[src/design/jsu_pkg.sv]
package jsu_pkg;

    // Width of the written-byte counter
    localparam int LEN_W = 16;
    // Width used for the room check; holds any counter plus a group
    localparam int CMP_W = 33;
    localparam logic [CMP_W-1:0] LEN_MAX = (CMP_W'(1) << LEN_W) - CMP_W'(1);

    localparam int CAP_W = 16;
    localparam logic [CAP_W-1:0] CAP_RESET = 16'd256;

    localparam int FIFO_DEPTH = 4;
    localparam int FIFO_AW = $clog2(FIFO_DEPTH);

    // Status codes
    localparam logic [2:0] ERR_NONE      = 3'd0;
    localparam logic [2:0] ERR_CAPACITY  = 3'd1;
    localparam logic [2:0] ERR_ESCAPE    = 3'd2;
    localparam logic [2:0] ERR_HEX       = 3'd3;
    localparam logic [2:0] ERR_SURROGATE = 3'd4;
    localparam logic [2:0] ERR_TRUNCATED = 3'd5;

    // Input bytes with a meaning of their own
    localparam logic [7:0] CH_BSLASH = 8'h5C;
    localparam logic [7:0] CH_U      = 8'h75;

    // One queued group: up to three data bytes, or one status word
    typedef struct packed {
        logic             is_status;
        logic [2:0]       status;
        logic [15:0]      length;
        logic [1:0]       nbytes;
        logic [2:0][7:0]  bytes;
    } jsu_entry_t;

    // Hex digit decode; bit 4 set means not a hex digit
    function automatic logic [4:0] hex_decode(input logic [7:0] c);
        logic [4:0] r;
        r = 5'h10;
        if (c >= 8'h30 && c <= 8'h39)      r = {1'b0, 4'(c - 8'h30)};
        else if (c >= 8'h61 && c <= 8'h66) r = {1'b0, 4'(c - 8'h57)};
        else if (c >= 8'h41 && c <= 8'h46) r = {1'b0, 4'(c - 8'h37)};
        return r;
    endfunction

    // Single-letter escape decode; bit 8 set means no such escape
    function automatic logic [8:0] esc_decode(input logic [7:0] c);
        logic [8:0] r;
        case (c)
            8'h22:   r = 9'h022;
            8'h5C:   r = 9'h05C;
            8'h2F:   r = 9'h02F;
            8'h62:   r = 9'h008;
            8'h66:   r = 9'h00C;
            8'h6E:   r = 9'h00A;
            8'h72:   r = 9'h00D;
            8'h74:   r = 9'h009;
            default: r = 9'h100;
        endcase
        return r;
    endfunction

endpackage

[src/design/jsu_front.sv]
module jsu_front (
    input  logic                    clk,
    input  logic                    rst_n,
    input  logic                    in_valid,
    input  logic [7:0]              in_byte,
    input  logic                    in_end,
    input  logic [15:0]             capacity,
    input  logic                    q_full,
    output logic                    in_ready,
    output logic                    push,
    output jsu_pkg::jsu_entry_t     push_entry
);
    import jsu_pkg::*;

    typedef enum logic [2:0] {
        MODE_TEXT,
        MODE_ESC,
        MODE_HEX0,
        MODE_HEX1,
        MODE_HEX2,
        MODE_HEX3
    } mode_t;

    mode_t            mode_reg, mode_next;
    logic [15:0]      acc_reg, acc_next;
    logic [LEN_W-1:0] wc_reg, wc_next;
    logic [2:0]       err_reg, err_next;

    logic             accept;
    logic [4:0]       hex;
    logic [8:0]       esc;
    logic [15:0]      code;
    logic             grp_en;
    logic [1:0]       grp_n;
    logic [2:0][7:0]  grp_bytes;
    logic [CMP_W-1:0] need;
    logic [CMP_W-1:0] wc_ext;
    logic [2:0]       end_status;

    assign in_ready = !q_full;
    assign accept   = in_valid && in_ready;
    assign hex      = hex_decode(in_byte);
    assign esc      = esc_decode(in_byte);
    assign code     = {acc_reg[11:0], hex[3:0]};
    assign wc_ext   = CMP_W'(wc_reg);
    assign need     = wc_ext + CMP_W'(grp_n);

    // Status reported by the end marker
    always_comb
    begin
        end_status = err_reg;
        if (end_status == ERR_NONE && mode_reg != MODE_TEXT) end_status = ERR_TRUNCATED;
        if (end_status == ERR_NONE && capacity == '0)        end_status = ERR_CAPACITY;
    end

    // Decode: next state and the output group this byte asks for
    always_comb
    begin
        mode_next = mode_reg;
        acc_next  = acc_reg;
        wc_next   = wc_reg;
        err_next  = err_reg;
        grp_en    = 1'b0;
        grp_n     = 2'd1;
        grp_bytes = {8'h00, 8'h00, in_byte};
        push      = 1'b0;
        push_entry.is_status = 1'b0;
        push_entry.status    = ERR_NONE;
        push_entry.length    = 16'h0000;
        push_entry.nbytes    = grp_n;
        push_entry.bytes     = grp_bytes;

        if (in_end) begin
            mode_next = MODE_TEXT;
            acc_next  = '0;
            wc_next   = '0;
            err_next  = ERR_NONE;
        end else if (err_reg == ERR_NONE) begin
            case (mode_reg)
                MODE_TEXT:
                begin
                    if (in_byte == CH_BSLASH) mode_next = MODE_ESC;
                    else                      grp_en = 1'b1;
                end
                MODE_ESC:
                begin
                    mode_next = MODE_TEXT;
                    if (in_byte == CH_U) begin
                        mode_next = MODE_HEX0;
                        acc_next  = '0;
                    end else if (esc[8]) begin
                        err_next = ERR_ESCAPE;
                    end else begin
                        grp_en       = 1'b1;
                        grp_bytes[0] = esc[7:0];
                    end
                end
                MODE_HEX0, MODE_HEX1, MODE_HEX2:
                begin
                    if (hex[4]) begin
                        err_next  = ERR_HEX;
                        mode_next = MODE_TEXT;
                    end else begin
                        acc_next  = code;
                        mode_next = mode_t'(mode_reg + 3'd1);
                    end
                end
                MODE_HEX3:
                begin
                    mode_next = MODE_TEXT;
                    if (hex[4]) begin
                        err_next = ERR_HEX;
                    end else begin
                        acc_next = '0;
                        if (code >= 16'hD800 && code <= 16'hDFFF) begin
                            err_next = ERR_SURROGATE;
                        end else begin
                            grp_en = 1'b1;
                            if (code < 16'h0080) begin
                                grp_n     = 2'd1;
                                grp_bytes = {8'h00, 8'h00, code[7:0]};
                            end else if (code < 16'h0800) begin
                                grp_n     = 2'd2;
                                grp_bytes = {8'h00, {2'b10, code[5:0]},
                                             {3'b110, code[10:6]}};
                            end else begin
                                grp_n     = 2'd3;
                                grp_bytes = {{2'b10, code[5:0]}, {2'b10, code[11:6]},
                                             {4'hE, code[15:12]}};
                            end
                        end
                    end
                end
                default:
                begin
                    mode_next = MODE_TEXT;
                end
            endcase
        end

        // Room check; a group is written whole or not at all
        if (grp_en) begin
            if (need >= CMP_W'(capacity) || need > LEN_MAX) begin
                err_next = ERR_CAPACITY;
            end else begin
                wc_next = need[LEN_W-1:0];
                push    = accept;
            end
        end

        push_entry.nbytes = grp_n;
        push_entry.bytes  = grp_bytes;

        if (in_end) begin
            push                 = accept;
            push_entry.is_status = 1'b1;
            push_entry.status    = end_status;
            push_entry.length    = wc_ext[15:0];
            push_entry.nbytes    = 2'd1;
            push_entry.bytes     = '0;
        end
    end

    // State registers
    always_ff @(posedge clk or negedge rst_n)
    begin
        if (!rst_n) begin
            mode_reg <= MODE_TEXT;
            acc_reg  <= '0;
            wc_reg   <= '0;
            err_reg  <= ERR_NONE;
        end else if (accept) begin
            mode_reg <= mode_next;
            acc_reg  <= acc_next;
            wc_reg   <= wc_next;
            err_reg  <= err_next;
        end
    end

endmodule

[src/design/jsu_fifo.sv]
module jsu_fifo (
    input  logic                    clk,
    input  logic                    rst_n,
    input  logic                    push,
    input  jsu_pkg::jsu_entry_t     push_entry,
    input  logic                    pop,
    output jsu_pkg::jsu_entry_t     head,
    output logic                    full,
    output logic                    empty
);
    import jsu_pkg::*;

    jsu_entry_t           mem [FIFO_DEPTH];
    logic [FIFO_AW-1:0]   wr_reg;
    logic [FIFO_AW-1:0]   rd_reg;
    logic [FIFO_AW:0]     cnt_reg;
    logic                 do_push;
    logic                 do_pop;

    assign full    = cnt_reg == (FIFO_AW+1)'(FIFO_DEPTH);
    assign empty   = cnt_reg == '0;
    assign do_push = push && !full;
    assign do_pop  = pop && !empty;
    assign head    = mem[rd_reg];

    // Storage
    always_ff @(posedge clk)
    begin
        if (do_push) mem[wr_reg] <= push_entry;
    end

    // Pointers and fill count
    always_ff @(posedge clk or negedge rst_n)
    begin
        if (!rst_n) begin
            wr_reg  <= '0;
            rd_reg  <= '0;
            cnt_reg <= '0;
        end else begin
            if (do_push) wr_reg <= wr_reg + FIFO_AW'(1);
            if (do_pop)  rd_reg <= rd_reg + FIFO_AW'(1);
            if (do_push && !do_pop)      cnt_reg <= cnt_reg + (FIFO_AW+1)'(1);
            else if (do_pop && !do_push) cnt_reg <= cnt_reg - (FIFO_AW+1)'(1);
        end
    end

endmodule

[src/design/jsu_back.sv]
module jsu_back (
    input  logic                    clk,
    input  logic                    rst_n,
    input  jsu_pkg::jsu_entry_t     head,
    input  logic                    q_empty,
    output logic                    pop,
    output logic                    out_valid,
    input  logic                    out_ready,
    output logic [7:0]              out_byte,
    output logic                    is_status,
    output logic [2:0]              status_code,
    output logic [15:0]             out_length,
    output logic                    last_of_run
);
    import jsu_pkg::*;

    logic [1:0] idx_reg, idx_next;
    logic       taken;

    assign out_valid   = !q_empty;
    assign out_byte    = head.bytes[idx_reg];
    assign is_status   = head.is_status;
    assign status_code = head.status;
    assign out_length  = head.length;
    assign last_of_run = idx_reg == head.nbytes - 2'd1;
    assign taken       = out_valid && out_ready;
    assign pop         = taken && last_of_run;

    // Walk through the bytes of the head group
    always_comb
    begin
        idx_next = idx_reg;
        if (pop)        idx_next = 2'd0;
        else if (taken) idx_next = idx_reg + 2'd1;
    end

    always_ff @(posedge clk or negedge rst_n)
    begin
        if (!rst_n) idx_reg <= 2'd0;
        else        idx_reg <= idx_next;
    end

endmodule

[src/design/json_string_unescape_utf8_core.sv]
// A group made from an accepted word is registered in the queue before it reaches the master side.
// One input word per cycle while the queue is not full, and one output word per cycle while
// m_tready is high; a \u escape takes six input words for up to three output words through a
// four-entry group queue. Reset (rst_n low, asynchronous): text mode, counter and held error
// cleared, queue emptied, out_capacity back to 256.
module json_string_unescape_utf8_core (
    input  logic        clk,
    input  logic        rst_n,
    input  logic        s_tvalid,
    output logic        s_tready,
    input  logic [7:0]  s_tdata,   // [7:0] in_byte
    input  logic        s_tlast,   // end_of_string
    output logic        m_tvalid,
    input  logic        m_tready,
    output logic [31:0] m_tdata,   // [7:0] out_byte, [10:8] status_code, [26:11] out_length
    output logic        m_tlast,   // last_of_run
    output logic        m_tuser,   // is_status
    input  logic        psel,
    input  logic        penable,
    input  logic        pwrite,
    input  logic [2:0]  paddr,
    input  logic [31:0] pwdata,
    output logic [31:0] prdata,
    output logic        pready
);
    import jsu_pkg::*;

    logic [CAP_W-1:0] cap_reg;
    logic             q_full;
    logic             q_empty;
    logic             push;
    logic             pop;
    jsu_entry_t       push_entry;
    jsu_entry_t       head;
    logic [7:0]       out_byte;
    logic [2:0]       status_code;
    logic [15:0]      out_length;

    // Register port: out_capacity at addresses 0 to 3 (paddr[2] low)
    assign pready = 1'b1;
    assign prdata = (paddr[2] == 1'b0) ? {16'h0000, cap_reg} : 32'h0000_0000;

    always_ff @(posedge clk or negedge rst_n)
    begin
        if (!rst_n) begin
            cap_reg <= CAP_RESET;
        end else if (psel && penable && pwrite && pready && paddr[2] == 1'b0) begin
            cap_reg <= pwdata[CAP_W-1:0];
        end
    end

    jsu_front u_front (
        .clk        (clk),
        .rst_n      (rst_n),
        .in_valid   (s_tvalid),
        .in_byte    (s_tdata),
        .in_end     (s_tlast),
        .capacity   (cap_reg),
        .q_full     (q_full),
        .in_ready   (s_tready),
        .push       (push),
        .push_entry (push_entry)
    );

    jsu_fifo u_fifo (
        .clk        (clk),
        .rst_n      (rst_n),
        .push       (push),
        .push_entry (push_entry),
        .pop        (pop),
        .head       (head),
        .full       (q_full),
        .empty      (q_empty)
    );

    jsu_back u_back (
        .clk         (clk),
        .rst_n       (rst_n),
        .head        (head),
        .q_empty     (q_empty),
        .pop         (pop),
        .out_valid   (m_tvalid),
        .out_ready   (m_tready),
        .out_byte    (out_byte),
        .is_status   (m_tuser),
        .status_code (status_code),
        .out_length  (out_length),
        .last_of_run (m_tlast)
    );

    assign m_tdata = {5'b00000, out_length, status_code, out_byte};

    // A status word always closes its run
    a_status_last: assert property (@(posedge clk) disable iff (!rst_n)
        m_tvalid && m_tuser |-> m_tlast)
        else $error("status word without last");

    // Data words carry no status and no length
    a_data_clean: assert property (@(posedge clk) disable iff (!rst_n)
        m_tvalid && !m_tuser |-> m_tdata[26:8] == 19'h0)
        else $error("data word with status fields set");

    // Queue cannot be full and empty together
    a_queue_sane: assert property (@(posedge clk) disable iff (!rst_n)
        !(q_full && q_empty))
        else $error("queue full and empty");

    // A status group holds only one word
    a_status_single: assert property (@(posedge clk) disable iff (!rst_n)
        m_tvalid && m_tuser |-> head.nbytes == 2'd1)
        else $error("status group longer than one word");

endmodule
[config.mk]
export PLATFORM = sky130hd
export DESIGN_NAME = json_string_unescape_utf8_core
export DESIGN_NICKNAME = d
export VERILOG_FILES = /design/src/design/jsu_pkg.sv /design/src/design/jsu_front.sv /design/src/design/jsu_fifo.sv /design/src/design/jsu_back.sv /design/src/design/json_string_unescape_utf8_core.sv
export SDC_FILE = /design/constraint.sdc
export NUM_CORES = 1
export LEC_CHECK = 0
export BUFFER_PORTS_ARGS = -buffer_cell sky130_fd_sc_hd__buf_2
export CAP_MARGIN = 15
export CORE_ASPECT_RATIO = 0.7
export CORE_MARGIN = 10
export CORE_UTILIZATION = 25
export DETAILED_ROUTE_END_ITERATION = 10
export PLACE_DENSITY = 0.52
export SETUP_SLACK_MARGIN = 0.5
export SLEW_MARGIN = 15
export SYNTH_ARGS = -nofsm -noshare
export SYNTH_HDL_FRONTEND = slang
export SYNTH_SLANG_ARGS = --single-unit
[constraint.sdc]
create_clock -name clk -period 10.5 [get_ports clk]
set_clock_uncertainty 0.2 [all_clocks]
set_input_delay 1.575 -clock clk [delete_from_list [all_inputs] [get_ports clk]]
set_output_delay 1.575 -clock clk [all_outputs]
set_load 0.03 [all_outputs]
* Yosys cells after proc, flatten, opt, wreduce, memory -nomap -nowiden
Memories as Yosys holds them, arrays and structs flattened.
Cells that the tools add are included.
** Cells by class
- Add/sub/neg operators :: 11
- Magnitude comparators :: 13
- Equality and inequality tests :: 20
- Multiplexer cells :: 68
- Bitwise logic cells :: 1
- Reductions and logical operators :: 34
** Operator list (number)
- 2-to-1 mux 24 bit :: 5
- 2-to-1 mux 16 bit :: 5
- case mux 9 bit (8 select lines) :: 1
- 2-to-1 mux 12 bit :: 5
- equality test 8 x 7 -> 1 bit (second input constant) :: 7
- 2-to-1 mux 3 bit :: 17
- 2-to-1 mux 46 bit :: 1
- case mux 12 bit (3 select lines) :: 1
- >= comparator 33 x 16 -> 1 bit :: 1
- greater-than comparator 33 x 16 -> 1 bit (second input constant) :: 1
- 2-to-1 mux 8 bit :: 3
- 2-to-1 mux 2 bit :: 9
- case mux 3 bit (3 select lines) :: 2
- adder 16 x 2 -> 17 bit :: 1
- binary-select mux 8 bit (select 2 bit) :: 1
- equality test 8 x 6 -> 1 bit (second input constant) :: 2
- >= comparator 16 bit (second input constant) :: 1
- >= comparator 8 x 7 -> 1 bit (second input constant) :: 2
- less-or-equal comparator 16 bit (second input constant) :: 1
- less-or-equal comparator 8 x 7 -> 1 bit (second input constant) :: 2
- logical AND 1 bit :: 16
- zero test 16 bit :: 1
- less-than comparator 16 x 12 -> 1 bit (second input constant) :: 1
- less-than comparator 16 x 8 -> 1 bit (second input constant) :: 1
- other kinds (29) :: 60
** Storage, ports and cells
- Register bits after elaboration :: 59
- Memory bits (writable) :: 184
- Input bits :: 51
- Output and inout port bits :: 69
- Word-level logic and storage cells :: 157
- Memories kept :: 1
** Memory list
- u_fifo.mem :: words 4, width 46, read ports 1, clocked after Yosys merged registers in 0, wr ports 1, line jsu_fifo.sv:13 : jsu_entry_t mem [FIFO_DEPTH];

* Logic depth before layout (Yosys ltp)
Gate-level depths: netlist of run 1.
- Depth after elaboration :: 24
- Mapped depth :: 31
- Depth with buffers taken out :: 29

* Hierarchy
A second synthesis of run 1 with hierarchy kept.
** Second synthesis, totals
- Cells, all modules :: 935
- Area total of the unflattened synthesis :: 12264.3 um^2
** Modules (own cells, without submodules)
- jsu_fifo :: times used 1, cells each 276, area an instance 7049.3 um^2, sequential area each 5700.5 um^2
- jsu_front :: times used 1, cells each 520, area an instance 3804.9 um^2, sequential area each 850.8 um^2
- json_string_unescape_utf8_core :: times used 1, cells each 75, area an instance 938.4 um^2, sequential area each 401.6 um^2
- jsu_back :: times used 1, cells each 64, area an instance 471.7 um^2, sequential area each 50.0 um^2

* Worst setup path after synthesis of run 1
No wires, ideal clock.
- Path type :: input -> register
- Start :: in s_tdata[0]
- End :: reg u_fifo.cnt_reg[2]
- Setup time :: 79 ps
- Arrival :: 7364 ps
- Required time :: 10221 ps
- Setup slack :: 2857 ps
- Stages :: 31
- Path buffers :: 2
- Cell sequence :: inv_1 > ha_1 > o21bai_1 > a2111oi_4 > a21o_2 > o21ai_2 > or4_1 > buf_2 > inv_2 > nand2_1 > ha_1 > fa_1 > nand4_1 > nor2_1 > nand3_1 > nor2_1 > xor2_1 > ha_1 > a21oi_1 > nor2_1 > a211oi_1 > o2111ai_1 > a311oi_4 > a21o_1 > buf_6 > ha_1 > inv_1 > fa_1 > xor2_1 > nor2_1 > xor2_1
** On the way
- Longest elaborated chain between the ends :: 23
- Elaborated cells between the ends (all ways) :: 58
- Those cells by class :: 4 x add/sub; 12 x order compare; 9 x eq/ne; 23 x mux; 10 x reduce/logical
** RTL lines
- start: declaration :: line json_string_unescape_utf8_core.sv:11 : input logic [7:0] s_tdata,
- >= comparator 8 x 7 -> 1 bit or less-or-equal comparator 8 x 7 -> 1 bit (tied branches) :: line jsu_pkg.sv:42 : else if (c >= 8'h41 && c <= 8'h46) r = {1'b0, 4'(c - 8'h37)};
- logical AND 1 bit :: line jsu_pkg.sv:42
- 2-to-1 mux 5 bit :: line jsu_pkg.sv:42
- 2-to-1 mux 5 bit :: line jsu_pkg.sv:41 : else if (c >= 8'h61 && c <= 8'h66) r = {1'b0, 4'(c - 8'h57)};
- 2-to-1 mux 5 bit :: line jsu_pkg.sv:40 : if (c >= 8'h30 && c <= 8'h39) r = {1'b0, 4'(c - 8'h30)};
- less-than comparator 16 x 12 -> 1 bit :: line jsu_front.sv:122 : end else if (code < 16'h0800) begin
- 2-to-1 mux 1 bit :: line jsu_front.sv:122
- 2-to-1 mux 2 bit :: line jsu_front.sv:119 : if (code < 16'h0080) begin
- (+8 left out)
- 2-to-1 mux 1 bit :: line jsu_front.sv:143 : if (need >= CMP_W'(capacity) || need > LEN_MAX) begin
- 2-to-1 mux 1 bit * :: line jsu_front.sv:142 : if (grp_en) begin
- 2-to-1 mux 1 bit * :: line jsu_front.sv:154 : if (in_end) begin
- logical AND 1 bit * :: line jsu_fifo.sv:22 : assign do_push = push && !full;
- named net u_fifo.do_push :: line jsu_fifo.sv:17 : logic do_push;
- zero test 1 bit :: line jsu_fifo.sv:43 : else if (do_pop && !do_push) cnt_reg <= cnt_reg - (FIFO_AW+1)'(1);
- logical AND 1 bit :: line jsu_fifo.sv:43
- nonzero test 2 bit (no source line)
- end signal: assignment :: line jsu_fifo.sv:42 : if (do_push && !do_pop) cnt_reg <= cnt_reg + (FIFO_AW+1)'(1);
- end signal: assignment :: line jsu_fifo.sv:43
- end: declaration :: line jsu_fifo.sv:16 : logic [FIFO_AW:0] cnt_reg;
The timed path passes the listed nets; every way through them passes the cells marked *.
A chain may end at the register's enable or synchronous reset.

* Final worst setup path of run 1
- Start :: in s_tdata[0]
- End :: reg u_fifo.cnt_reg[2]
** On the way
- Longest elaborated chain between the ends :: 23
- Elaborated cells between the ends (all ways) :: 58
- Those cells by class :: 4 x add/sub; 12 x order compare; 9 x eq/ne; 23 x mux; 10 x reduce/logical
** RTL lines (line)
- >= comparator 8 x 7 -> 1 bit or less-or-equal comparator 8 x 7 -> 1 bit (tied branches) :: jsu_pkg.sv:42
- logical AND 1 bit :: jsu_pkg.sv:42
- 2-to-1 mux 5 bit :: jsu_pkg.sv:42
- 2-to-1 mux 5 bit :: jsu_pkg.sv:41
- 2-to-1 mux 5 bit :: jsu_pkg.sv:40
- less-than comparator 16 x 12 -> 1 bit :: jsu_front.sv:122
- 2-to-1 mux 1 bit :: jsu_front.sv:122
- 2-to-1 mux 2 bit :: jsu_front.sv:119
- (+7 left out)
- logical OR 1 bit :: jsu_front.sv:143
- 2-to-1 mux 1 bit :: jsu_front.sv:143
- 2-to-1 mux 1 bit * :: jsu_front.sv:142
- 2-to-1 mux 1 bit * :: jsu_front.sv:154
- logical AND 1 bit * :: jsu_fifo.sv:22
- zero test 1 bit :: jsu_fifo.sv:43
- logical AND 1 bit :: jsu_fifo.sv:43
- nonzero test 2 bit (no source line)
Mark *: on every way between the ends. The rest lies on a longest branch, timed or not.

==> impl_table.tex, run 1 <==
\begin{tabular}{lr}
\hline
Metric & Value \\
\hline
\multicolumn{2}{l}{\textbf{STA}} \\
Worst-case headroom to the max-slew limit & 0.294 \\
Transition time of the tightest slew-check pin & 1.05 ns \\
Setup TNS & 0 ns \\
Final setup violation count & 0 \\
Final critical-path setup slack & 1.59 ns \\
Unrepaired setup endpoints after global routing & false \\
Share of the clock period used by the worst path & 0.849 \\
Top achievable clock speed & 112 MHz \\
Final Hold Viols & 0 \\
Final number of max-transition violations & 0 \\
Minimum clock period & about 8.9 ns \\
\multicolumn{2}{l}{\textbf{Global route}} \\
Grt ovf & 0 \\
Antenna violations before repair & 3 \\
Global-route wire length before repair & 45500 µm \\
All-Layer GR Usage & 0.106 \\
Via count of the first global-routing pass & between 7000 and 8000 \\
Largest net degree at the start of global routing & 60 \\
\multicolumn{2}{l}{\textbf{Floorplan}} \\
Area enclosed by the die boundary & 54500 µm² \\
Num ports & 120 \\
CORE AREA & 45000 µm² \\
Starting density of the core & 0.253 \\
Cell row count & 65 \\
Height of the die & 198 µm \\
Floorplan die width & 275 µm \\
\multicolumn{2}{l}{\textbf{Place}} \\
Buffers on Ports & 79 \\
Area after detailed placement & 12400 µm² \\
Pre-CTS worst setup slack & 1.08 ns \\
Final weighted congestion in routability-driven placement & 0.823 \\
Post-DP HPWL & 20000 µm \\
\multicolumn{2}{l}{\textbf{Synthesis}} \\
Main flop type after synthesis & edfxtp\_1 \\
Cell count after synthesis & 859 \\
Post-synth cell types & a little under 80 \\
Async set-reset flop share out of synthesis & 0.255 \\
Number of enable flip-flop cells after synthesis & $\sim$170 \\
Cell area after synthesis & 11400 µm² \\
Portion of the post-synthesis area used by sequential elements & 0.584 \\
Synthesized area per cell & around 13 µm² \\
Number of synthesized register bits & roughly 230 \\
Number of synthesis warnings & 0 \\
\multicolumn{2}{l}{\textbf{CTS}} \\
Number of buffers inserted by hold repair at cts & 0 \\
CTS resizes & 0 \\
Skew-Pair Late Insertion Delay & 0.53 ns \\
H-tree lvl count & 1 \\
Clock slew seen by the registers of the worst setup and hold paths & 0.06 ns \\
Number of buffers created by CTS & 25 \\
\# Post-CTS Setup Buffers & 0 \\
\# clock sinks & between 200 and 250 \\
Deepest clock path buffer count & 3 \\
Clock tree from TritonCTS & built \\
Cell chosen for the clock root & clkbuf\_16 \\
\multicolumn{2}{l}{\textbf{Pwr}} \\
Worst voltage drop across the vdd grid & 0.105 mV \\
Power density relative to cell area & approximately 270 nW/µm² \\
Total Power Consumption & 0.00353 W \\
Total leakage power & 4.95 nW \\
\multicolumn{2}{l}{\textbf{Cells and area}} \\
Summed area of non-filler cells in the final layout & 13300 µm² \\
Number of nets in the layout & 1019 \\
Syn-to-layout area delta & 16.9\% \\
Post-Route Utilization & 0.295 \\
Layout cell share with drive strength beyond 1 & 0.235 \\
Max FFs per register & between 150 and 200 \\
\multicolumn{2}{l}{\textbf{Drt}} \\
Initial drt markers & 685 \\
Via count normalized by instance count & 4.76 \\
Detailed-route wire length per cell & 18.9 µm \\
Via total after detailed routing & 7406 \\
Number of remaining DRC errors & 0 \\
Wire length after detailed routing & 29400 µm \\
Count of TritonRoute iterations in the first routing pass & 5 \\
Count of nets left with antenna violations after detail routing & 0 \\
\multicolumn{2}{l}{\textbf{Min path}} \\
Worst Hold Launch & u\_fifo.cnt\_reg[2] \\
Cells on Worst Hold Path & 1 \\
Type of the tightest min-delay check & reg -> reg \\
Worst Hold End & u\_fifo.cnt\_reg[2] \\
\multicolumn{2}{l}{\textbf{Critical path}} \\
Endpoint of the worst register-to-register path & u\_fifo.cnt\_reg[2] \\
Crit path max fanout & 16 \\
Critical path start-end classification & in -> reg \\
CP max stage cell & a311oi\_4 \\
Type of destination of the critical path & register \\
Sort of element at the start of the critical path & primary input \\
Required time of the worst setup path & 10.74 ns \\
Worst reg-to-reg setup slack & 3.13 ns \\
Number of cells on the worst reg-to-reg path & 25 \\
Reg-to-reg startpoint & u\_front.acc\_reg[6] \\
Data arrival time of the critical path & 9.15 ns \\
Largest stage delay on the critical path & 0.84 ns \\
\multicolumn{2}{l}{\textbf{Run status}} \\
Status & completed \\
\multicolumn{2}{l}{\textbf{Run}} \\
Number of max-capacitance violations reported & 0 \\
\hline
\end{tabular}
[critical path: cells and delay by family]
kind / cells / cell delay, ns
simple gates: 8 / 1.53
compound gates: 9 / 2.87
xor+xnor: 3 / 0.55
buf+inv: 4 / 0.63
fa+ha+maj: 6 / 1.97
[synthesized netlist by cell type, drive strengths merged, types with 3 or more instances]
| master | instances | share of area |
|---|---|---|
| and3 | 4 | 0.0022 |
| o211ai | 4 | 0.0026 |
| nand4 | 8 | 0.0044 |
| a21oi | 21 | 0.0096 |
| dfrtp | 58 | 0.13 |
| mux2 | 22 | 0.022 |
| edfxtp | 172 | 0.45 |
| or3 | 4 | 0.0022 |
| nor4 | 13 | 0.0072 |
| a22oi | 3 | 0.0020 |
| ha | 32 | 0.035 |
| xnor2 | 16 | 0.012 |
| xor2 | 5 | 0.0039 |
| nand3 | 20 | 0.0088 |
| a21o | 5 | 0.0034 |
| a221o | 3 | 0.0026 |
| o22ai | 7 | 0.0039 |
| nand2b | 8 | 0.0044 |
| a2111oi | 3 | 0.0040 |
| o211a | 4 | 0.0035 |
| nor3b | 3 | 0.0020 |
| o21ai | 29 | 0.013 |
| buf | 37 | 0.022 |
| a41oi | 5 | 0.0039 |
| a31oi | 7 | 0.0044 |
| nor3 | 18 | 0.0088 |
| nand2 | 44 | 0.015 |
| a221oi | 4 | 0.0031 |
| o21a | 3 | 0.0020 |
| clkbuf | 27 | 0.0089 |
| or2 | 4 | 0.0022 |
| or4 | 3 | 0.0020 |
| mux2i | 8 | 0.0070 |
| mux4 | 43 | 0.085 |
| a311o | 6 | 0.0054 |
| o31ai | 5 | 0.0033 |
| nor2 | 76 | 0.025 |
| a211oi | 14 | 0.0092 |
| a311oi | 3 | 0.0039 |
| inv | 51 | 0.017 |
| nor2b | 11 | 0.0061 |
| and2 | 17 | 0.0099 |
[power breakdown]
part | switching [W] | total, W | internal, W
combinational | 0.000796 | 0.00126 | 0.000460
sequential | 0.000118 | 0.00132 | 0.00120
clock | 0.000361 | 0.000951 | 0.000589
[cells by family (layout without fill, tap and decap cells)]
group / Yosys count / count (layout) / share of synthesized area
simple gates: 243 / 243 / 0.107
fa+ha+maj: 34 / 34 / 0.0387
mux: 73 / 73 / 0.114
flops: 231 / 231 / 0.584
buf+inv: 116 / 190 / 0.0483
xor+xnor: 21 / 21 / 0.0162
other cells: 2 / 23 / 0.000661
compound gates: 139 / 139 / 0.0899
[worst max-delay path by stage]
stage	start	end	slack, ns	depth (start not counted)
after floorplan	s_tdata[0]	u_fifo.cnt_reg[2]	2.86	31
after global placement	s_tdata[0]	u_fifo.cnt_reg[2]	1.17	30
after detailed placement	s_tdata[0]	u_fifo.cnt_reg[2]	1.08	30
after CTS	s_tdata[0]	u_fifo.cnt_reg[2]	1.60	30
after global routing	s_tdata[1]	u_fifo.cnt_reg[2]	1.06	30
final	s_tdata[0]	u_fifo.cnt_reg[2]	1.59	30
[metrics by stage]
step                hold slack [ns]  std cells
floorplan                     0.249        879
global placement              0.267       1510
detailed placement            0.281       1510
CTS                           0.290       1556
global route                  0.314       1557
finish                        0.294       1557
[cell usage in the layout, fill, tap and decap left out, drive strengths merged, types with 6 or more instances in the layout]
cell,count
nand2b,8
mux2i,8
a21oi,21
edfxtp,172
inv,52
ha,32
mux2,22
dfrtp,58
conb,22
mux4,43
nor3,18
nand3,20
buf,92
a211oi,14
nand2,44
o21ai,29
nand4,8
a311o,6
xnor2,16
nor2,76
and2,17
nor2b,11
nor4,13
clkinv,6
a31oi,7
clkbuf,33
o22ai,7
[per-layer routing]
layer	routed length, µm	global-route usage	up-vias
met3	1680	0.0187	31
li1	-	-	3365
met4	385	0.0204	4
met5	25	0	-
met2	12400	0.149	215
met1	14900	0.166	3791
[area by class of cell]
cell class	count	area [µm²]
multi-input cells	532	4250
inverters	52	195
diodes	1	2.50
flip-flops and latches	231	6650
fillers	4538	31700
repair buffers	92	543
clock inverters	13	199
well taps	603	754
clock buffers	33	696
Note: power is estimated with default switching activity, not from simulation.
==> run 2: changes to the inputs <==
- PLACE_DENSITY: 0.52 -> 0.53
- clock period: 10.5 -> 7.4 ns (I/O delays scaled with it)
==> impl_table.tex, run 2 (same netlist as run 1, synthesis figures left out) <==
\begin{tabular}{lr}
\hline
Metric & Value \\
\hline
\multicolumn{2}{l}{\textbf{Drt}} \\
Count of TritonRoute iterations in the first routing pass & 5 (unchanged) \\
Via total after detailed routing & 7290 (-1.6\%) \\
Wire length after detailed routing & 29000 µm (-1.2\%) \\
Count of nets left with antenna violations after detail routing & 0 (unchanged) \\
Detailed-route wire length per cell & 18.4 µm (-2.3\%) \\
Number of remaining DRC errors & 0 (unchanged) \\
Initial drt markers & 616 (-10\%) \\
Via count normalized by instance count & 4.63 (-2.7\%) \\
\multicolumn{2}{l}{\textbf{Critical path}} \\
Sort of element at the start of the critical path & primary input \\
Required time of the worst setup path & 7.64 ns (-3.10 ns) \\
Critical path buffer and inverter count & 4 (unchanged) \\
Largest stage delay on the critical path & 0.50 ns (-0.34 ns) \\
Type of destination of the critical path & register \\
Delay-heaviest family, CP & compound AO/OA/AOI/OAI gates \\
Critical path start-end classification & in -> reg \\
CP max stage cell & or4\_4 \\
Data arrival time of the critical path & 6.81 ns (-2.34 ns) \\
Crit path max fanout & 6 (-10) \\
\multicolumn{2}{l}{\textbf{Floorplan}} \\
Cell row count & 65 (unchanged) \\
Area enclosed by the die boundary & 54500 µm² (unchanged) \\
Floorplan die width & 275 µm (unchanged) \\
Num ports & 120 (unchanged) \\
Starting density of the core & 0.253 (unchanged) \\
CORE AREA & 45000 µm² (unchanged) \\
Height of the die & 198 µm (unchanged) \\
\multicolumn{2}{l}{\textbf{Cells and area}} \\
Summed area of non-filler cells in the final layout & 13400 µm² (+0.95\%) \\
Commonest cells after routing, fill and taps aside & edfxtp\_1, buf\_2, nor2\_1 \\
Max FFs per register & 172 (unchanged) \\
Final-layout fill cell count & 4465 (-1.6\%) \\
Layout cell share with drive strength beyond 1 & 0.261 (+0.0260) \\
Number of nets in the layout & 1036 (+1.7\%) \\
Commonest non-fill, non-tap cell in the layout & edfxtp\_1 \\
Layout Cells excl Fill & 1575 (+1.2\%) \\
Syn-to-layout area delta & 18.0\% \\
\multicolumn{2}{l}{\textbf{Place}} \\
Total instance count after detailed placement & 1520 (+0.66\%) \\
Area after detailed placement & 12500 µm² (+0.81\%) \\
Post-DP HPWL & 19900 µm (-0.51\%) \\
Buffers on Ports & 79 (unchanged) \\
Final weighted congestion in routability-driven placement & 0.847 (+3.0\%) \\
\multicolumn{2}{l}{\textbf{Pwr}} \\
Power density relative to cell area & 365 nW/µm² (+37\%) \\
Worst voltage drop across the vdd grid & 0.157 mV (+51\%) \\
Total leakage power & 5.00 nW (+1.1\%) \\
\multicolumn{2}{l}{\textbf{CTS}} \\
H-tree lvl count & 1 (unchanged) \\
Clock tree from TritonCTS & built \\
Skew-Pair Late Insertion Delay & 0.51 ns (-0.02 ns) \\
Cell chosen for the clock root & clkbuf\_16 \\
Number of buffers created by CTS & 24 (-4.0\%) \\
Clock slew seen by the registers of the worst setup and hold paths & 0.07 ns (about the same) \\
\# clock sinks & 231 (unchanged) \\
Deepest clock path buffer count & 3 (unchanged) \\
\multicolumn{2}{l}{\textbf{STA}} \\
Final setup violation count & 0 (unchanged) \\
Top achievable clock speed & 152 MHz \\
Setup TNS & 0 ns (unchanged) \\
Transition time of the tightest slew-check pin & 1.17 ns (+0.118 ns) \\
Worst-case headroom to the max-slew limit & 0.213 (-0.0815) \\
Unrepaired setup endpoints after global routing & false \\
Final Hold Viols & 0 (unchanged) \\
Minimum clock period & 6.57 ns \\
Share of the clock period used by the worst path & 0.888 \\
Final number of max-transition violations & 0 (unchanged) \\
\multicolumn{2}{l}{\textbf{Global route}} \\
Grt ovf & 0 (unchanged) \\
Met1 Use GR & 0.157 (-0.00879) \\
Met3 track demand over resource & 0.0220 (+0.00324) \\
Global-route wire length before repair & 45400 µm (-0.12\%) \\
All-Layer GR Usage & 0.105 (-0.00125) \\
Antenna violations before repair & 3 (unchanged) \\
Largest net degree at the start of global routing & 60 (unchanged) \\
Via count of the first global-routing pass & 7365 (+0.82\%) \\
Busiest layer in global routing & met1 \\
GR Layer Usage met2 & 0.154 (+0.00514) \\
\multicolumn{2}{l}{\textbf{Min path}} \\
Type of the tightest min-delay check & reg -> reg \\
\multicolumn{2}{l}{\textbf{Run}} \\
Number of max-capacitance violations reported & 0 (unchanged) \\
\multicolumn{2}{l}{\textbf{Run status}} \\
Status & completed \\
\hline
\end{tabular}
run 2: report_power, final:
part	internal (W)	total, W	switching (W)
logic	0.000673	0.00176	0.00109
registers	0.00170	0.00191	0.000201
clock network	0.000719	0.00122	0.000505
run 2: final timing paths:
path,startpoint,endpoint,cells after the start,slack (ns)
max,s_tdata[0],u_fifo.cnt_reg[2],30,0.83
min,u_fifo.cnt_reg[2],u_fifo.cnt_reg[2],1,0.29
max reg2reg,u_front.acc_reg[4],u_fifo.cnt_reg[2],25,1.22
min reg2reg,u_fifo.cnt_reg[2],u_fifo.cnt_reg[2],1,0.29
max in group asynchronous,rst_n,u_fifo.rd_reg[0],2,5.81
min in group asynchronous,rst_n,u_fifo.rd_reg[0],2,0.58
run 2: layout make-up:
class	count	area, µm²	area share
clock buffers	30	674	0.0503
inverters	52	198	0.0147
repair buffers	110	678	0.0506
clock inverters	14	134	0.00998
diodes	3	7.51	0.000560
multi-input cells	532	4320	0.322
well taps	603	754	0.0562
flip-flops and latches	231	6650	0.496
run 2: what timing repair did:
action | 4_1_cts | 5_1_grt
endpoints found under the setup margin | 0 | 174
setup buffers | 0 | 8
resized for setup | 0 | 11
hold buffers | 0 | 0
run 2: routing by layer:
layer,routed length (µm),vias up
li1,-,3402
met4,368,4
met1,14400,3658
met3,1800,25
met5,21,-
met2,12400,201
run 2: stage by stage:
step / total power [W] / hold WS (ns) / setup WS [ns] / utilization
4_1_cts: 0.00495 / 0.301 / 0.636 / 0.296
6_report: 0.00489 / 0.295 / 0.832 / 0.298
3_5_place_dp: 0.00373 / 0.290 / 0.110 / 0.278
3_3_place_gp: 0.00370 / 0.268 / 0.198 / 0.278
2_1_floorplan: 0.00313 / 0.249 / 0.498 / -
5_1_grt: 0.00519 / 0.326 / 0.492 / 0.298
run 2: worst reg2reg max path, stage by stage, from the launching register on:
cell and delay, ns:
dfrtp_1 0.45, nor4_1 0.78, and3_1 0.43, or4_4 0.20, inv_4 0.05, nand2_1 0.07, ha_2 0.21, fa_2 0.25
nand4_1 0.13, nor2_2 0.22, nand3_2 0.16, buf_4 0.16, nor2_1 0.23, xnor2_1 0.17, ha_1 0.27, a21o_1 0.16
a21oi_1 0.18, o2111ai_2 0.18, a311oi_4 0.34, a21o_1 0.21, ha_2 0.21, inv_1 0.05, fa_1 0.37, xor2_1 0.17
nor2_1 0.13, xor2_1 0.16
==> run 3: changes to the inputs <==
- MAX_ROUTING_LAYER: unset -> met4
==> impl_table.tex, run 3 (same netlist as run 1, synthesis figures left out) <==
\begin{tabular}{lr}
\hline
Metric & Value \\
\hline
\multicolumn{2}{l}{\textbf{Run status}} \\
Status & completed \\
\multicolumn{2}{l}{\textbf{Global route}} \\
Antenna violations before repair & 3 (unchanged) \\
Largest net degree at the start of global routing & 60 (unchanged) \\
Global-route wire length before repair & 45400 µm (about the same) \\
Grt ovf & 0 (unchanged) \\
Via count of the first global-routing pass & 7359 (-0.081\%) \\
All-Layer GR Usage & 0.108 (+0.00303) \\
\multicolumn{2}{l}{\textbf{Pwr}} \\
Power density relative to cell area & 364 nW/µm² (about the same) \\
Clock share of power & 0.250 (about the same) \\
Worst voltage drop across the vdd grid & 0.158 mV (about the same) \\
Total leakage power & 5.00 nW (about the same) \\
Share of total power consumed by net switching & 0.367 (-0.000456) \\
Internal Dissipation & 0.00310 W (about the same) \\
Total Power Consumption & 0.00489 W (about the same) \\
Reported net switching power & 0.00179 W (-0.20\%) \\
Proportion of power drawn by combinational gates & 0.361 (about the same) \\
Reg power frac & 0.390 (about the same) \\
\multicolumn{2}{l}{\textbf{STA}} \\
Setup TNS & 0 ns (unchanged) \\
Minimum clock period & 6.56 ns (-0.00648 ns) \\
Final setup violation count & 0 (unchanged) \\
Transition time of the tightest slew-check pin & 1.10 ns (-0.0693 ns) \\
Unrepaired setup endpoints after global routing & false \\
Top achievable clock speed & 152 MHz (about the same) \\
Final number of max-transition violations & 0 (unchanged) \\
Share of the clock period used by the worst path & 0.887 (about the same) \\
Final Hold Viols & 0 (unchanged) \\
Worst-case headroom to the max-slew limit & 0.260 (+0.0467) \\
\multicolumn{2}{l}{\textbf{Min path}} \\
Type of the tightest min-delay check & reg -> reg \\
Cells on Worst Hold Path & 1 (unchanged) \\
\multicolumn{2}{l}{\textbf{CTS}} \\
\# clock sinks & 231 (unchanged) \\
H-tree lvl count & 1 (unchanged) \\
Deepest clock path buffer count & 3 (unchanged) \\
Clock tree from TritonCTS & built \\
Number of buffers inserted by hold repair at cts & 0 (unchanged) \\
Clock slew seen by the registers of the worst setup and hold paths & 0.07 ns (about the same) \\
Cell chosen for the clock root & clkbuf\_16 \\
Skew-Pair Late Insertion Delay & 0.51 ns (about the same) \\
Number of buffers created by CTS & 24 (unchanged) \\
\multicolumn{2}{l}{\textbf{Cells and area}} \\
Post-Route Utilization & 0.298 (about the same) \\
Summed area of non-filler cells in the final layout & 13400 µm² (about the same) \\
Commonest cells after routing, fill and taps aside & edfxtp\_1, buf\_2, nor2\_1 \\
Commonest non-fill, non-tap cell in the layout & edfxtp\_1 \\
Layout cell share with drive strength beyond 1 & 0.261 (unchanged) \\
Syn-to-layout area delta & 18.0\% (about the same) \\
Final-layout fill cell count & 4465 (unchanged) \\
Number of nets in the layout & 1036 (unchanged) \\
Layout Cells excl Fill & 1576 (+0.063\%) \\
Max FFs per register & 172 (unchanged) \\
\multicolumn{2}{l}{\textbf{Critical path}} \\
Number of stages on the worst setup path & 30 (unchanged) \\
Delay-heaviest family, CP & compound AO/OA/AOI/OAI gates \\
Crit path max fanout & 6 (unchanged) \\
Critical path buffer and inverter count & 4 (unchanged) \\
Number of cells on the worst reg-to-reg path & 25 (unchanged) \\
Largest stage delay on the critical path & 0.50 ns (about the same) \\
CP max stage cell & or4\_4 \\
Sort of element at the start of the critical path & primary input \\
Type of destination of the critical path & register \\
Data arrival time of the critical path & 6.80 ns (about the same) \\
Required time of the worst setup path & 7.64 ns (about the same) \\
Critical path start-end classification & in -> reg \\
\multicolumn{2}{l}{\textbf{Place}} \\
Post-DP HPWL & 19900 µm (unchanged) \\
Total instance count after detailed placement & 1520 (unchanged) \\
Buffers on Ports & 79 (unchanged) \\
Final weighted congestion in routability-driven placement & 0.861 (+1.6\%) \\
Area after detailed placement & 12500 µm² (unchanged) \\
\multicolumn{2}{l}{\textbf{Floorplan}} \\
Starting density of the core & 0.253 (unchanged) \\
Floorplan die width & 275 µm (unchanged) \\
Height of the die & 198 µm (unchanged) \\
CORE AREA & 45000 µm² (unchanged) \\
Num ports & 120 (unchanged) \\
Cell row count & 65 (unchanged) \\
Area enclosed by the die boundary & 54500 µm² (unchanged) \\
\multicolumn{2}{l}{\textbf{Drt}} \\
Detailed-route wire length per cell & 18.4 µm (-0.19\%) \\
Number of remaining DRC errors & 0 (unchanged) \\
Wire length after detailed routing & 29000 µm (-0.13\%) \\
Via count normalized by instance count & 4.63 (about the same) \\
Via total after detailed routing & 7301 (+0.15\%) \\
Count of nets left with antenna violations after detail routing & 0 (unchanged) \\
Count of TritonRoute iterations in the first routing pass & 7 (+2) \\
Initial drt markers & 638 (+3.6\%) \\
\multicolumn{2}{l}{\textbf{Run}} \\
Number of max-capacitance violations reported & 0 (unchanged) \\
\hline
\end{tabular}
-- run 3: cell types whose count changed in the layout (fill, tap and decap cells not counted), sizes merged --
cell,delta
diode,+1
-- run 3: timing repair --
| item | in CTS | in global routing |
|---|---|---|
| setup endpoints to repair | 0 | 174 |
| gates resized for setup | 0 | 11 |
| setup buffers | 0 | 8 |
-- run 3: layout make-up --
| type | count | area, µm² | share of cell area |
|---|---|---|---|
| flip-flops and latches | 231 | 6650 | 0.496 |
| multi-input cells | 532 | 4320 | 0.322 |
| well taps | 603 | 754 | 0.0562 |
| repair buffers | 110 | 678 | 0.0506 |
| clock buffers | 30 | 674 | 0.0503 |
| inverters | 52 | 198 | 0.0147 |
| clock inverters | 14 | 134 | 0.00998 |
| diodes | 4 | 10.0 | 0.000746 |
-- run 3: power groups by stage --
stage / registers (W) / clock network, W / logic (W)
after CTS: 0.00192 / 0.00125 / 0.00179
after global routing: 0.00195 / 0.00131 / 0.00193
after detailed placement: 0.00194 / 0 / 0.00178
final: 0.00191 / 0.00122 / 0.00176
after global placement: 0.00193 / 0 / 0.00177
after floorplan: 0.00180 / 0 / 0.00134
-- run 3: worst paths after layout --
kind	start	end	slack, ns
max	s_tdata[0]	u_fifo.cnt_reg[2]	0.84
min	u_fifo.cnt_reg[2]	u_fifo.cnt_reg[2]	0.29
max reg2reg	u_front.acc_reg[4]	u_fifo.cnt_reg[2]	1.26
min reg2reg	u_fifo.cnt_reg[2]	u_fifo.cnt_reg[2]	0.29
max in group asynchronous	rst_n	u_fifo.rd_reg[0]	5.81
min in group asynchronous	rst_n	u_fifo.cnt_reg[0]	0.58
-- run 3: through the flow --
step,hold slack [ns],setup WS [ns]
after floorplan,0.249,0.498
after global placement,0.268,0.198
after detailed placement,0.290,0.110
after CTS,0.301,0.636
after global routing,0.326,0.491
final,0.294,0.839
-- run 3: metal layers --
metal  global-route usage  wire length, µm
met5                    -                0
met4               0.0176              354
met3               0.0215             1580
met2                0.154            12400
met1                0.158            14600
